--- config.mk ---
export PLATFORM = sky130hd
export DESIGN_NAME = distance_weighted_window_smoother
export DESIGN_NICKNAME = d
export VERILOG_FILES = /design/src/dwws_pkg.sv /design/src/distance_weighted_window_smoother.sv /design/src/dwws_front.sv /design/src/dwws_sum.sv /design/src/dwws_div.sv
export SDC_FILE = /design/constraint.sdc
export NUM_CORES = 2
export LEC_CHECK = 0
export BUFFER_PORTS_ARGS = -buffer_cell sky130_fd_sc_hd__buf_4
export CAP_MARGIN = 20
export CORE_MARGIN = 10
export CORE_UTILIZATION = 50
export CTS_CLUSTER_SIZE = 40
export DETAILED_ROUTE_END_ITERATION = 16
export PLACE_DENSITY = 0.73
export REMOVE_ABC_BUFFERS = 1
export SYNTH_ARGS = -nofsm -noshare
export SYNTH_HDL_FRONTEND = slang
export SYNTH_SLANG_ARGS = --single-unit
--- constraint.sdc ---
create_clock -name clk_i -period 34.2 [get_ports clk_i]
set_input_delay 1.71 -clock clk_i [delete_from_list [all_inputs] [get_ports clk_i]]
set_output_delay 1.71 -clock clk_i [all_outputs]
set_load 0.02 [all_outputs]
--- src/dwws_pkg.sv ---
// ----------------------------------------------------------------------------
// dwws_pkg
// Shared types, defaults and elaboration helpers for the distance weighted
// window smoother.
// ----------------------------------------------------------------------------
`default_nettype none

package dwws_pkg;

  // Default sizing
  localparam int HALF_WIDTH_DEF  = 16;
  localparam int SAMPLE_BITS_DEF = 16;

  // Taps summed per first-stage partial sum
  localparam int GROUP_TAPS = 8;

  // Front-end phase: taking samples, or draining the held tail of a stream
  typedef enum logic {
    PH_RUN,
    PH_FLUSH
  } phase_e;

  // Control carried alongside each result through the pipeline
  typedef struct packed {
    logic vld;     // stage holds a result
    logic smooth;  // result is a weighted average, else a plain sample
    logic last;    // final result of the stream
  } tok_t;

  // Weight of line position a (0 is the newest sample); centre weighs 1
  function automatic int tap_weight(input int a, input int hw);
    int k;
    k = a - hw;
    if (k == 0) begin
      return 1;
    end
    return (k < 0) ? -k : k;
  endfunction

  // Sum of weights, which is also the divisor
  function automatic int weight_total(input int hw);
    return hw * (hw + 1) + 1;
  endfunction

  // Width of the signed weighted sum (with a spare bit)
  function automatic int sum_width(input int hw, input int sb);
    return sb + $clog2(weight_total(hw)) + 1;
  endfunction

  // Number of first-stage partial sums
  function automatic int group_count(input int hw);
    return (2 * hw + 1 + GROUP_TAPS - 1) / GROUP_TAPS;
  endfunction

endpackage

`default_nettype wire

--- src/distance_weighted_window_smoother.sv ---
// ----------------------------------------------------------------------------
// distance_weighted_window_smoother
// Streaming weighted moving average over 2*HALF_WIDTH+1 samples, weight |k|
// at offset k and 1 at the centre, rounded to nearest; stream edges pass.
// ----------------------------------------------------------------------------
// Results pass the partial-sum, sum, divide and output registers to m_axis.
// Throughput: one sample per cycle unless stalled; each of these registers
//   holds one result, and back-pressure ripples stage by stage.
// A last marker after HALF_WIDTH or more samples holds s_axis off while the
//   held tail drains through the delay line.
// Reset clears control and pipeline valids; the delay line is not cleared.
`default_nettype none

module distance_weighted_window_smoother #(
  parameter int HALF_WIDTH  = dwws_pkg::HALF_WIDTH_DEF,
  parameter int SAMPLE_BITS = dwws_pkg::SAMPLE_BITS_DEF
) (
  input  wire logic                               clk_i,
  input  wire logic                               rst_ni,
  // input stream
  input  wire logic                               s_axis_tvalid,
  output logic                                    s_axis_tready,
  input  wire logic [((SAMPLE_BITS+7)/8)*8-1:0]   s_axis_tdata,  // sample_in
  input  wire logic                               s_axis_tlast,  // last_in
  // output stream
  output logic                                    m_axis_tvalid,
  input  wire logic                               m_axis_tready,
  output logic [((SAMPLE_BITS+7)/8)*8-1:0]        m_axis_tdata,  // sample_out
  output logic                                    m_axis_tlast   // last_out
);

  localparam int NG    = dwws_pkg::group_count(HALF_WIDTH);
  localparam int SUM_W = dwws_pkg::sum_width(HALF_WIDTH, SAMPLE_BITS);
  localparam int TD_W  = ((SAMPLE_BITS + 7) / 8) * 8;

  dwws_pkg::tok_t           tok1, tok2, tok4;
  logic [SAMPLE_BITS-1:0]   val1, val2, res4;
  logic [NG-1:0][SUM_W-1:0] part1;
  logic [SUM_W-1:0]         sum2;
  logic                     rdy2, rdy3;

  // Output register
  logic                   out_vld_q;
  logic [SAMPLE_BITS-1:0] out_data_q;
  logic                   out_last_q;
  logic                   en_out;

  assign en_out = !out_vld_q || m_axis_tready;

  dwws_front #(
    .HALF_WIDTH  (HALF_WIDTH),
    .SAMPLE_BITS (SAMPLE_BITS)
  ) u_front (
    .clk_i       (clk_i),
    .rst_ni      (rst_ni),
    .in_valid_i  (s_axis_tvalid),
    .in_sample_i (s_axis_tdata[SAMPLE_BITS-1:0]),
    .in_last_i   (s_axis_tlast),
    .in_ready_o  (s_axis_tready),
    .dn_ready_i  (rdy2),
    .tok_o       (tok1),
    .val_o       (val1),
    .part_o      (part1)
  );

  dwws_sum #(
    .HALF_WIDTH  (HALF_WIDTH),
    .SAMPLE_BITS (SAMPLE_BITS)
  ) u_sum (
    .clk_i      (clk_i),
    .rst_ni     (rst_ni),
    .tok_i      (tok1),
    .val_i      (val1),
    .part_i     (part1),
    .ready_o    (rdy2),
    .dn_ready_i (rdy3),
    .tok_o      (tok2),
    .val_o      (val2),
    .sum_o      (sum2)
  );

  dwws_div #(
    .HALF_WIDTH  (HALF_WIDTH),
    .SAMPLE_BITS (SAMPLE_BITS)
  ) u_div (
    .clk_i      (clk_i),
    .rst_ni     (rst_ni),
    .tok_i      (tok2),
    .val_i      (val2),
    .sum_i      (sum2),
    .ready_o    (rdy3),
    .dn_ready_i (en_out),
    .tok_o      (tok4),
    .res_o      (res4)
  );

  // Result register towards m_axis
  always_ff @(posedge clk_i or negedge rst_ni) begin
    if (!rst_ni) begin
      out_vld_q <= 1'b0;
    end else if (en_out) begin
      out_vld_q <= tok4.vld;
    end
  end

  always_ff @(posedge clk_i) begin
    if (en_out) begin
      out_data_q <= res4;
      out_last_q <= tok4.last;
    end
  end

  assign m_axis_tvalid = out_vld_q;
  assign m_axis_tdata  = TD_W'(out_data_q);
  assign m_axis_tlast  = out_last_q;

endmodule

`default_nettype wire

--- src/dwws_front.sv ---
// ----------------------------------------------------------------------------
// dwws_front
// Sample delay line, stream position tracking, tail flush sequencing and the
// first pipeline stage of weighted partial sums.
// ----------------------------------------------------------------------------
`default_nettype none

module dwws_front #(
  parameter int HALF_WIDTH  = dwws_pkg::HALF_WIDTH_DEF,
  parameter int SAMPLE_BITS = dwws_pkg::SAMPLE_BITS_DEF
) (
  input  wire logic                     clk_i,
  input  wire logic                     rst_ni,
  // incoming samples
  input  wire logic                     in_valid_i,
  input  wire logic [SAMPLE_BITS-1:0]   in_sample_i,
  input  wire logic                     in_last_i,
  output logic                          in_ready_o,
  // towards the sum stage
  input  wire logic                     dn_ready_i,
  output dwws_pkg::tok_t                tok_o,
  output logic [SAMPLE_BITS-1:0]        val_o,
  output logic [dwws_pkg::group_count(HALF_WIDTH)-1:0]
               [dwws_pkg::sum_width(HALF_WIDTH, SAMPLE_BITS)-1:0] part_o
);

  localparam int DEPTH  = 2 * HALF_WIDTH + 1;
  localparam int NG     = dwws_pkg::group_count(HALF_WIDTH);
  localparam int GT     = dwws_pkg::GROUP_TAPS;
  localparam int SUM_W  = dwws_pkg::sum_width(HALF_WIDTH, SAMPLE_BITS);
  localparam int SEEN_W = $clog2(2 * HALF_WIDTH + 1);
  localparam int CNT_W  = $clog2(HALF_WIDTH + 1);

  // Delay line, position 0 newest
  logic [SAMPLE_BITS-1:0] line_q [DEPTH];
  logic [SAMPLE_BITS-1:0] line_d [DEPTH];
  logic                   shift;

  // Control state
  dwws_pkg::phase_e phase_q, phase_d;
  logic [SEEN_W-1:0] seen_q, seen_d;
  logic [CNT_W-1:0]  cnt_q, cnt_d;
  logic [CNT_W-1:0]  held_q, held_d;

  // Stage one
  dwws_pkg::tok_t         tok1_q, tok_d;
  logic [SAMPLE_BITS-1:0] val1_q, val_d;
  logic [NG-1:0][SUM_W-1:0] part1_q, part_d;

  logic en1;
  logic is_head;   // one of the first HALF_WIDTH samples
  logic is_full;   // a full window stands behind this sample

  assign en1     = !tok1_q.vld || dn_ready_i;
  assign is_head = (seen_q < SEEN_W'(HALF_WIDTH));
  assign is_full = (seen_q == SEEN_W'(2 * HALF_WIDTH));

  // Next line contents: shift by one, newest sample at the front
  always_comb begin
    line_d[0] = in_sample_i;
    for (int i = 1; i < DEPTH; i++) begin
      line_d[i] = line_q[i-1];
    end
  end

  always_ff @(posedge clk_i) begin
    if (shift) begin
      line_q <= line_d;
    end
  end

  // Weighted taps of the shifted line, padded to whole groups
  logic [SUM_W-1:0] wtd [NG*GT];

  for (genvar i = 0; i < NG * GT; i++) begin : g_tap
    if (i < DEPTH) begin : g_live
      localparam int Wt = dwws_pkg::tap_weight(i, HALF_WIDTH);
      logic signed [SUM_W-1:0] tap_ext;
      assign tap_ext = SUM_W'(signed'(line_d[i]));
      assign wtd[i]  = SUM_W'(tap_ext * SUM_W'(Wt));
    end else begin : g_pad
      assign wtd[i] = '0;
    end
  end

  // Partial sums per group
  always_comb begin
    for (int g = 0; g < NG; g++) begin
      part_d[g] = '0;
      for (int j = 0; j < GT; j++) begin
        part_d[g] = part_d[g] + wtd[g*GT+j];
      end
    end
  end

  // Request handling and flush sequencing
  always_comb begin
    phase_d    = phase_q;
    seen_d     = seen_q;
    cnt_d      = cnt_q;
    held_d     = held_q;
    shift      = 1'b0;
    tok_d      = '0;
    val_d      = in_sample_i;
    in_ready_o = 1'b0;
    unique case (phase_q)
      dwws_pkg::PH_RUN: begin
        in_ready_o = en1;
        if (in_valid_i && en1) begin
          shift        = 1'b1;
          tok_d.vld    = is_head || is_full;
          tok_d.smooth = is_full;
          tok_d.last   = in_last_i && is_head;
          if (in_last_i) begin
            seen_d = '0;
            if (!is_head) begin
              // tail still held: drain it through the fixed tap
              phase_d = dwws_pkg::PH_FLUSH;
              cnt_d   = CNT_W'(HALF_WIDTH - 1);
              held_d  = is_full ? CNT_W'(HALF_WIDTH)
                                : CNT_W'(seen_q - SEEN_W'(HALF_WIDTH) + SEEN_W'(1));
            end
          end else if (!is_full) begin
            seen_d = seen_q + SEEN_W'(1);
          end
        end
      end
      dwws_pkg::PH_FLUSH: begin
        // sample at line position cnt sits at the tap after the shifts so far
        if (en1) begin
          shift      = 1'b1;
          tok_d.vld  = (cnt_q < held_q);
          tok_d.last = (cnt_q == '0);
          val_d      = line_q[HALF_WIDTH-1];
          cnt_d      = cnt_q - CNT_W'(1);
          if (cnt_q == '0) begin
            phase_d = dwws_pkg::PH_RUN;
          end
        end
      end
    endcase
  end

  // Control registers
  always_ff @(posedge clk_i or negedge rst_ni) begin
    if (!rst_ni) begin
      phase_q <= dwws_pkg::PH_RUN;
      seen_q  <= '0;
      cnt_q   <= '0;
      held_q  <= '0;
      tok1_q  <= '0;
    end else begin
      phase_q <= phase_d;
      seen_q  <= seen_d;
      cnt_q   <= cnt_d;
      held_q  <= held_d;
      if (en1) begin
        tok1_q <= tok_d;
      end
    end
  end

  // Stage one payload
  always_ff @(posedge clk_i) begin
    if (en1) begin
      val1_q  <= val_d;
      part1_q <= part_d;
    end
  end

  assign tok_o  = tok1_q;
  assign val_o  = val1_q;
  assign part_o = part1_q;

endmodule

`default_nettype wire

--- src/dwws_sum.sv ---
// ----------------------------------------------------------------------------
// dwws_sum
// Second pipeline stage: adds the group partial sums into the full weighted
// window sum.
// ----------------------------------------------------------------------------
`default_nettype none

module dwws_sum #(
  parameter int HALF_WIDTH  = dwws_pkg::HALF_WIDTH_DEF,
  parameter int SAMPLE_BITS = dwws_pkg::SAMPLE_BITS_DEF
) (
  input  wire logic                   clk_i,
  input  wire logic                   rst_ni,
  input  wire dwws_pkg::tok_t         tok_i,
  input  wire logic [SAMPLE_BITS-1:0] val_i,
  input  wire logic [dwws_pkg::group_count(HALF_WIDTH)-1:0]
                    [dwws_pkg::sum_width(HALF_WIDTH, SAMPLE_BITS)-1:0] part_i,
  output logic                        ready_o,
  input  wire logic                   dn_ready_i,
  output dwws_pkg::tok_t              tok_o,
  output logic [SAMPLE_BITS-1:0]      val_o,
  output logic [dwws_pkg::sum_width(HALF_WIDTH, SAMPLE_BITS)-1:0] sum_o
);

  localparam int NG    = dwws_pkg::group_count(HALF_WIDTH);
  localparam int SUM_W = dwws_pkg::sum_width(HALF_WIDTH, SAMPLE_BITS);

  dwws_pkg::tok_t         tok_q;
  logic [SAMPLE_BITS-1:0] val_q;
  logic [SUM_W-1:0]       sum_q, sum_d;
  logic                   en;

  assign en      = !tok_q.vld || dn_ready_i;
  assign ready_o = en;

  // Total of the partial sums
  always_comb begin
    sum_d = '0;
    for (int g = 0; g < NG; g++) begin
      sum_d = sum_d + part_i[g];
    end
  end

  always_ff @(posedge clk_i or negedge rst_ni) begin
    if (!rst_ni) begin
      tok_q <= '0;
    end else if (en) begin
      tok_q <= tok_i;
    end
  end

  always_ff @(posedge clk_i) begin
    if (en) begin
      val_q <= val_i;
      sum_q <= sum_d;
    end
  end

  assign tok_o = tok_q;
  assign val_o = val_q;
  assign sum_o = sum_q;

endmodule

`default_nettype wire

--- src/dwws_div.sv ---
// ----------------------------------------------------------------------------
// dwws_div
// Rounded division of the weighted sum by the weight total: magnitude and
// rounding offset, reciprocal multiply, then a one-step correction and sign.
// ----------------------------------------------------------------------------
`default_nettype none

module dwws_div #(
  parameter int HALF_WIDTH  = dwws_pkg::HALF_WIDTH_DEF,
  parameter int SAMPLE_BITS = dwws_pkg::SAMPLE_BITS_DEF
) (
  input  wire logic                   clk_i,
  input  wire logic                   rst_ni,
  input  wire dwws_pkg::tok_t         tok_i,
  input  wire logic [SAMPLE_BITS-1:0] val_i,
  input  wire logic [dwws_pkg::sum_width(HALF_WIDTH, SAMPLE_BITS)-1:0] sum_i,
  output logic                        ready_o,
  input  wire logic                   dn_ready_i,
  output dwws_pkg::tok_t              tok_o,
  output logic [SAMPLE_BITS-1:0]      res_o
);

  localparam int SUM_W = dwws_pkg::sum_width(HALF_WIDTH, SAMPLE_BITS);
  localparam int N_W   = SUM_W;
  localparam int DIV   = dwws_pkg::weight_total(HALF_WIDTH);
  localparam int R_W   = N_W - $clog2(2 * DIV) + 1;
  // floor(2^N_W / (2*DIV)): quotient estimate is exact or one short
  localparam logic [R_W-1:0] RECIP = R_W'((64'd1 << N_W) / 64'(2 * DIV));
  localparam int SB    = SAMPLE_BITS;

  // Stage three: sign and rounded numerator 2|s| + DIV
  dwws_pkg::tok_t  tok3_q;
  logic [SB-1:0]   val3_q;
  logic            neg3_q;
  logic [N_W-1:0]  num3_q, num_d;
  logic [SUM_W-1:0] mag;
  logic            en3;

  // Stage four: quotient estimate
  dwws_pkg::tok_t  tok4_q;
  logic [SB-1:0]   val4_q;
  logic            neg4_q;
  logic [N_W-1:0]  num4_q;
  logic [SB-1:0]   q0_4_q;
  logic [N_W+R_W-1:0] prod;
  logic            en4;

  assign en4     = !tok4_q.vld || dn_ready_i;
  assign en3     = !tok3_q.vld || en4;
  assign ready_o = en3;

  assign mag   = sum_i[SUM_W-1] ? (SUM_W'(0) - sum_i) : sum_i;
  assign num_d = N_W'({mag, 1'b0}) + N_W'(DIV);

  always_ff @(posedge clk_i or negedge rst_ni) begin
    if (!rst_ni) begin
      tok3_q <= '0;
      tok4_q <= '0;
    end else begin
      if (en3) begin
        tok3_q <= tok_i;
      end
      if (en4) begin
        tok4_q <= tok3_q;
      end
    end
  end

  // Reciprocal multiply
  assign prod = (N_W+R_W)'(num3_q) * (N_W+R_W)'(RECIP);

  always_ff @(posedge clk_i) begin
    if (en3) begin
      val3_q <= val_i;
      neg3_q <= sum_i[SUM_W-1];
      num3_q <= num_d;
    end
    if (en4) begin
      val4_q <= val3_q;
      neg4_q <= neg3_q;
      num4_q <= num3_q;
      q0_4_q <= prod[N_W +: SB];
    end
  end

  // Correction: bump the estimate when the next multiple still fits
  logic [N_W:0]  q_up;
  logic [N_W:0]  bound;
  logic [SB-1:0] quo;
  logic [SB-1:0] avg;

  assign q_up  = (N_W+1)'(q0_4_q) + (N_W+1)'(1);
  assign bound = (N_W+1)'(q_up * (N_W+1)'(2 * DIV));
  assign quo   = q0_4_q + SB'({1'b0, num4_q} >= bound);
  assign avg   = neg4_q ? (SB'(0) - quo) : quo;

  assign tok_o = tok4_q;
  assign res_o = tok4_q.smooth ? avg : val4_q;

endmodule

`default_nettype wire

# == Word-level counts from Yosys, hierarchy flattened ==
# Index checks and enable logic that the tools add are counted.
# word_totals
register_bits,839
in_bits,21
output_inout_bits,19
wordCells,185
# op_classes
n_addsub,41
mul,24
magnitude_cmp,3
eq_ne,6
muxes,26
bitwise,2
reduce_logical,17
# op_table
operator,n
$add 26x26->26,31
$mul 16x5->21 const B,8
$mul 16x4->20 const B,8
$mul 16x3->19 const B,6
$mux 16,3
$mul 26x16->41 const B,1
$ge 26x27->1,1
$mul 27x9->26 const B,1
$add 26x9->26 const B,1
$mux 25,1
$mux 5,5
$sub 1x25->25 const A,1
$add 16x1->17 const B,1
$add 16x16->17,1
$add 16x1->16,1
$sub 1x16->16 const A,1
$mux 6,2
$pmux 5 s2,1
$mux 1,9
$ne 2x2->1 const B,4
$pmux 1 s2,4
$reduce_and 4->1,2
$add 6x1->6 const B,1
$eq 6x6->1 const B,1
other kinds (13),24

# == Depth between registers and ports, before layout ==
# logic_depth
ltp_word,9
depth_mapped,41
depth_no_buf,39

# == Modules after synthesis ==
# Synthesis repeated with hierarchy kept, for this count alone.
# hier_totals
cells_unflattened,6827
area_unflattened_um2,78251.3
# by_module_without_submodules
mod,instances,cells_per_inst,area_each_um2,seq_area_each_um2
dwws_front,1,5082,60021.3,19899.1
dwws_div,1,1202,12655.9,3153.0
dwws_sum,1,523,5016.1,1336.3
distance_weighted_window_smoother,1,20,558.0,535.5

# == Worst setup path after synthesis ==
# No wires, ideal clock.
# synth_path
path_kind,input port to flip-flop
startpoint,in m_axis_tready
endpoint,"reg u_front.line_q, in the netlist u_front.g_tap[10].g_live.tap_ext[0] (enable)"
arrival_time_ps,25109
required_ps,32801
slack_ps,7691
cell_stages,5
n_path_buf,0
cell_sequence,nand2b_1 nor2_1 nand3_1 nor2_1 nor2_1
# synth_via
elab_chain_len,8
# synth_rtl
element,line_no,source
"start, declared",distance_weighted_window_smoother.sv:27,"input wire logic m_axis_tready,"
$logic_or 1x1->1 (*),distance_weighted_window_smoother.sv:48,assign en_out = !out_vld_q || m_axis_tready;
$logic_or 1x1->1 (*),dwws_div.sv:48,assign en4 = !tok4_q.vld || dn_ready_i;
$logic_or 1x1->1 (*),dwws_div.sv:49,assign en3 = !tok3_q.vld || en4;
$logic_or 1x1->1 (*),dwws_sum.sv:33,assign en = !tok_q.vld || dn_ready_i;
net rdy2,distance_weighted_window_smoother.sv:40,"logic rdy2, rdy3;"
$logic_or 1x1->1 (*),dwws_front.sv:54,assign en1 = !tok1_q.vld || dn_ready_i;
$logic_and 1x1->1,dwws_front.sv:109,if (in_valid_i && en1) begin
$mux 1,dwws_front.sv:109,
$pmux 1 s2 (*),dwws_front.sv:106,unique case (phase_q)
net u_front.shift,dwws_front.sv:37,logic shift;
"end signal, assigned",dwws_front.sv:68,line_q <= line_d;
"end, declared",dwws_front.sv:35,logic [SAMPLE_BITS-1:0] line_q [DEPTH];
# The timed path passes the listed nets; every way through them passes the cells marked *.
# A chain may end at the register's enable or synchronous reset.

==> out/summary.log <==
INFO  cts            cts_post_setup_buffers_inserted=0
INFO  detailed_routing detail_route.iter0.violations=2955
INFO  global_routing maximum_number_of_pins_on_one_net_before_global_route_repair=141
INFO  logic_synthesis synth_warnings=0
INFO  setup_path     critical-path-top-delay-family=adder cells
INFO  setup_path     worst_ep_arrival_time=9.01ns
INFO  cts            cts_buffers=99
INFO  global_routing initial_antenna_violation_count=7
INFO  detailed_routing wl=171600um
INFO  setup_path     worst_setup_path_start_kind=flop
INFO  logic_synthesis avgSynthCellArea=11.03um^2
INFO  setup_path     worst-setup-path-type=flop to flop
INFO  setup_path     worst_setup_path_end_kind=flop
INFO  detailed_routing dr_total_vias=50140
INFO  run_status     status=finished, final reports clean
INFO  placement      placement.cell_area=81050um^2
INFO  cts            cts-htree-levels=3
INFO  die            dieWidth=415.5um
INFO  cts            max-clock-path-buffers=3
INFO  global_routing first_global_vias=55090
INFO  cts            cts_root_buf=clkbuf_16
INFO  final_layout   drive_above_1_share=3.865%
INFO  sta            slew_headroom=29.39%
INFO  logic_synthesis synth.cell_area=78230um^2
INFO  logic_synthesis ys_seq_elements=837
INFO  final_layout   mostFrequentLayoutCells=inv_1 (1584), ha_1 (1093), fa_1 (814)
INFO  setup_path     max_stage_delay=0.56ns
INFO  sta            setup_viol=0
INFO  sta            tightestPinTransition=1.059ns
INFO  sta            final.min_clock_period=8.580ns
INFO  sta            period_share=25.09%
INFO  logic_synthesis yosysTopAreaCellShare=30.98%
INFO  logic_synthesis synth_top_flop_cell=edfxtp_1
INFO  detailed_routing wl_per_cell=18.33um
INFO  sta            timing_max_transition_violations_final=0
INFO  logic_synthesis ys_seq_area_share=31.94%
INFO  setup_path     timing.critical_path.buf_inv=3
INFO  cts            cts_hold_buf=0
INFO  die            floorplan.io_pins=40
INFO  flow_run       max_cap_check_violation_count=0
INFO  setup_path     critical_path_required=34.63ns
INFO  logic_synthesis yosys.cell_types.count=90
INFO  final_layout   finalInstanceArea=84430um^2
INFO  placement      dp.final_hpwl=141400um
INFO  die            design.core.area=155800um^2
INFO  final_layout   fin_nets=9142
INFO  final_layout   finalNonFillerCells=9358
INFO  cts            insertion_delay=0.74ns
INFO  worst_hold_path hold-path-cell-count=0
INFO  setup_path     worst_path_fanout_max=6
INFO  setup_path     register_to_register_path_depth=31
INFO  logic_synthesis synthTopCellsByArea=edfxtp_1 (31%), fa_1 (21%), ha_1 (17%)
INFO  logic_synthesis yosysTopAreaCell=edfxtp_1
INFO  logic_synthesis synthesis.instances=7092
INFO  die            die_height=415.5um
INFO  detailed_routing avgViaCountPerCell=5.358
INFO  sta            timing.setup.tns=0ns
INFO  die            fp.dieArea=172700um^2
INFO  final_layout   nFillCells=12970
INFO  setup_path     worstSetupPathDepth=31
INFO  detailed_routing drt_drc_violations_left=0
INFO  final_layout   commonest_non_fill_non_tap_cell_in_the_layout=inv_1
INFO  detailed_routing final_antenna_net_count=0
INFO  die            placement_row_count=145
INFO  detailed_routing drt_pre_antenna_iters=8
INFO  cts            path_clk_slew=0.06ns
INFO  sta            fmax=116.6MHz
INFO  worst_hold_path worst_min_delay_path_category=flop to flop
INFO  placement      placed_cells=9170
INFO  placement      buffer_ports.inserted=39
INFO  logic_synthesis async_flop_share=3.584%
INFO  setup_path     cpMaxStageDelayCell=fa_1
INFO  sta            fin_worst_skew=0.06456ns
INFO  sta            timing_hold_violations_final=0
INFO  final_layout   area.growth.synth_to_final=7.933%
INFO  die            floorplan.initialDensity=50.19%
INFO  setup_path     path_common_cell=fa_1
INFO  global_routing grt_first_pass_wirelength=281700um
INFO  cts            clock-sinks=837
INFO  global_routing global_route.overflow_total=0
INFO  sta            grt_setup_unrepaired=false
INFO  cts            cts_resized=0
INFO  logic_synthesis synth-edff-count=807
INFO  placement      global_placer_s_final_weighted_congestion=0.8804
INFO  cts            clock_tree_from_tritoncts=done
INFO  global_routing global_route.usage.total=20.14%
[per-stage QoR]
step                setup slack [ns]  util (%)  hold WS, ns
floorplan                      7.689         -       0.4003
global placement               25.73     52.01       0.4028
detailed placement             25.78     52.01       0.4045
CTS                            25.67     54.16       0.4161
global route                   25.02     54.17       0.4229
finish                         25.62     54.18       0.4148
[final timing paths]
kind / slack [ns] / end / start
max: 25.62 / u_front.part_o[101] / u_front.g_tap[31].g_live.tap_ext[2]
min: 0.41 / u_div.val4_q[7] / u_div.val3_q[7]
max reg2reg: 25.62 / u_front.part_o[101] / u_front.g_tap[31].g_live.tap_ext[2]
min reg2reg: 0.41 / u_div.val4_q[7] / u_div.val3_q[7]
max in group asynchronous: 32.99 / u_front.seen_q[1] / rst_ni
min in group asynchronous: 0.90 / u_front.tok_o[0] / rst_ni
[state kept, by name (all words and copies together), names as in the netlist, 3 cells and up]
name / flops
m_axis_tdata: 16
u_div.val4_q: 16
u_front.held_q: 5
u_div.num3_q: 25
u_div.num4_q: 25
u_front.tok_o: 3
u_front.cnt_q: 5
u_front.val_o: 16
u_div.tok3_q: 3
u_sum.tok_o: 3
u_front.seen_q: 6
u_div.tok_o: 3
u_div.val3_q: 16
u_front.g_tap.g_live.tap_ext: 512
u_sum.val_o: 16
u_sum.sum_o: 26
u_front.part_o: 120
u_div.q0_4_q: 16
[worst reg2reg max path: cells and delay by family (launching register included)]
family,cells,cell delay (ns)
buffers and inverters,3,0.15
AND/OR/NAND/NOR,4,0.61
XOR/XNOR,2,0.31
adder cells (fa/ha/maj),9,4.08
flip-flops,1,0.47
AO/OA/AOI/OAI,13,2.67
[cells in the mapped netlist (43+ instances only)]
master and n:
xnor2_1 366, nor2b_1 74, nor3_1 123, nor2_1 314, fa_1 814, o21a_1 49, o21ai_0 291, or3_1 49
nand2_1 215, xor2_1 178, a21oi_1 285, nand2b_1 83, a211oi_1 43, a21boi_0 44, inv_1 1585, nand3_1 113
ha_1 1093, a21o_1 85, edfxtp_1 807
[layout make-up]
cell class / instances / area (um^2) / share of cell area (%)
antenna: 4 / 10.01 / 0.01186
timing repair buffer: 53 / 422.9 / 0.5009
clock inverter: 59 / 710.7 / 0.8417
clock buffer: 124 / 2643 / 3.130
tap: 2058 / 2575 / 3.050
sequential: 837 / 24980 / 29.59
inverter: 1586 / 5958 / 7.057
multi-input combinational: 4637 / 47130 / 55.82
[routing by layer]
metal  global-route usage (%)  wire, um
met3                    2.330      6673
met1                    24.47     70310
met4                    5.995      5553
met2                    37.25     89010
met5                        0         0
[cell families after synthesis]
family,count (synthesis),synth area share [%]
flops,837,31.94
mux,50,0.6990
fa+ha+maj,1907,38.31
buf+inv,1618,7.834
compound gates,993,7.844
xor+xnor,545,6.112
simple gates,1142,7.258
Power is left out: the tool's default activity adds up to more than one toggle a clock period on the data nets, which glitch-free logic cannot reach.
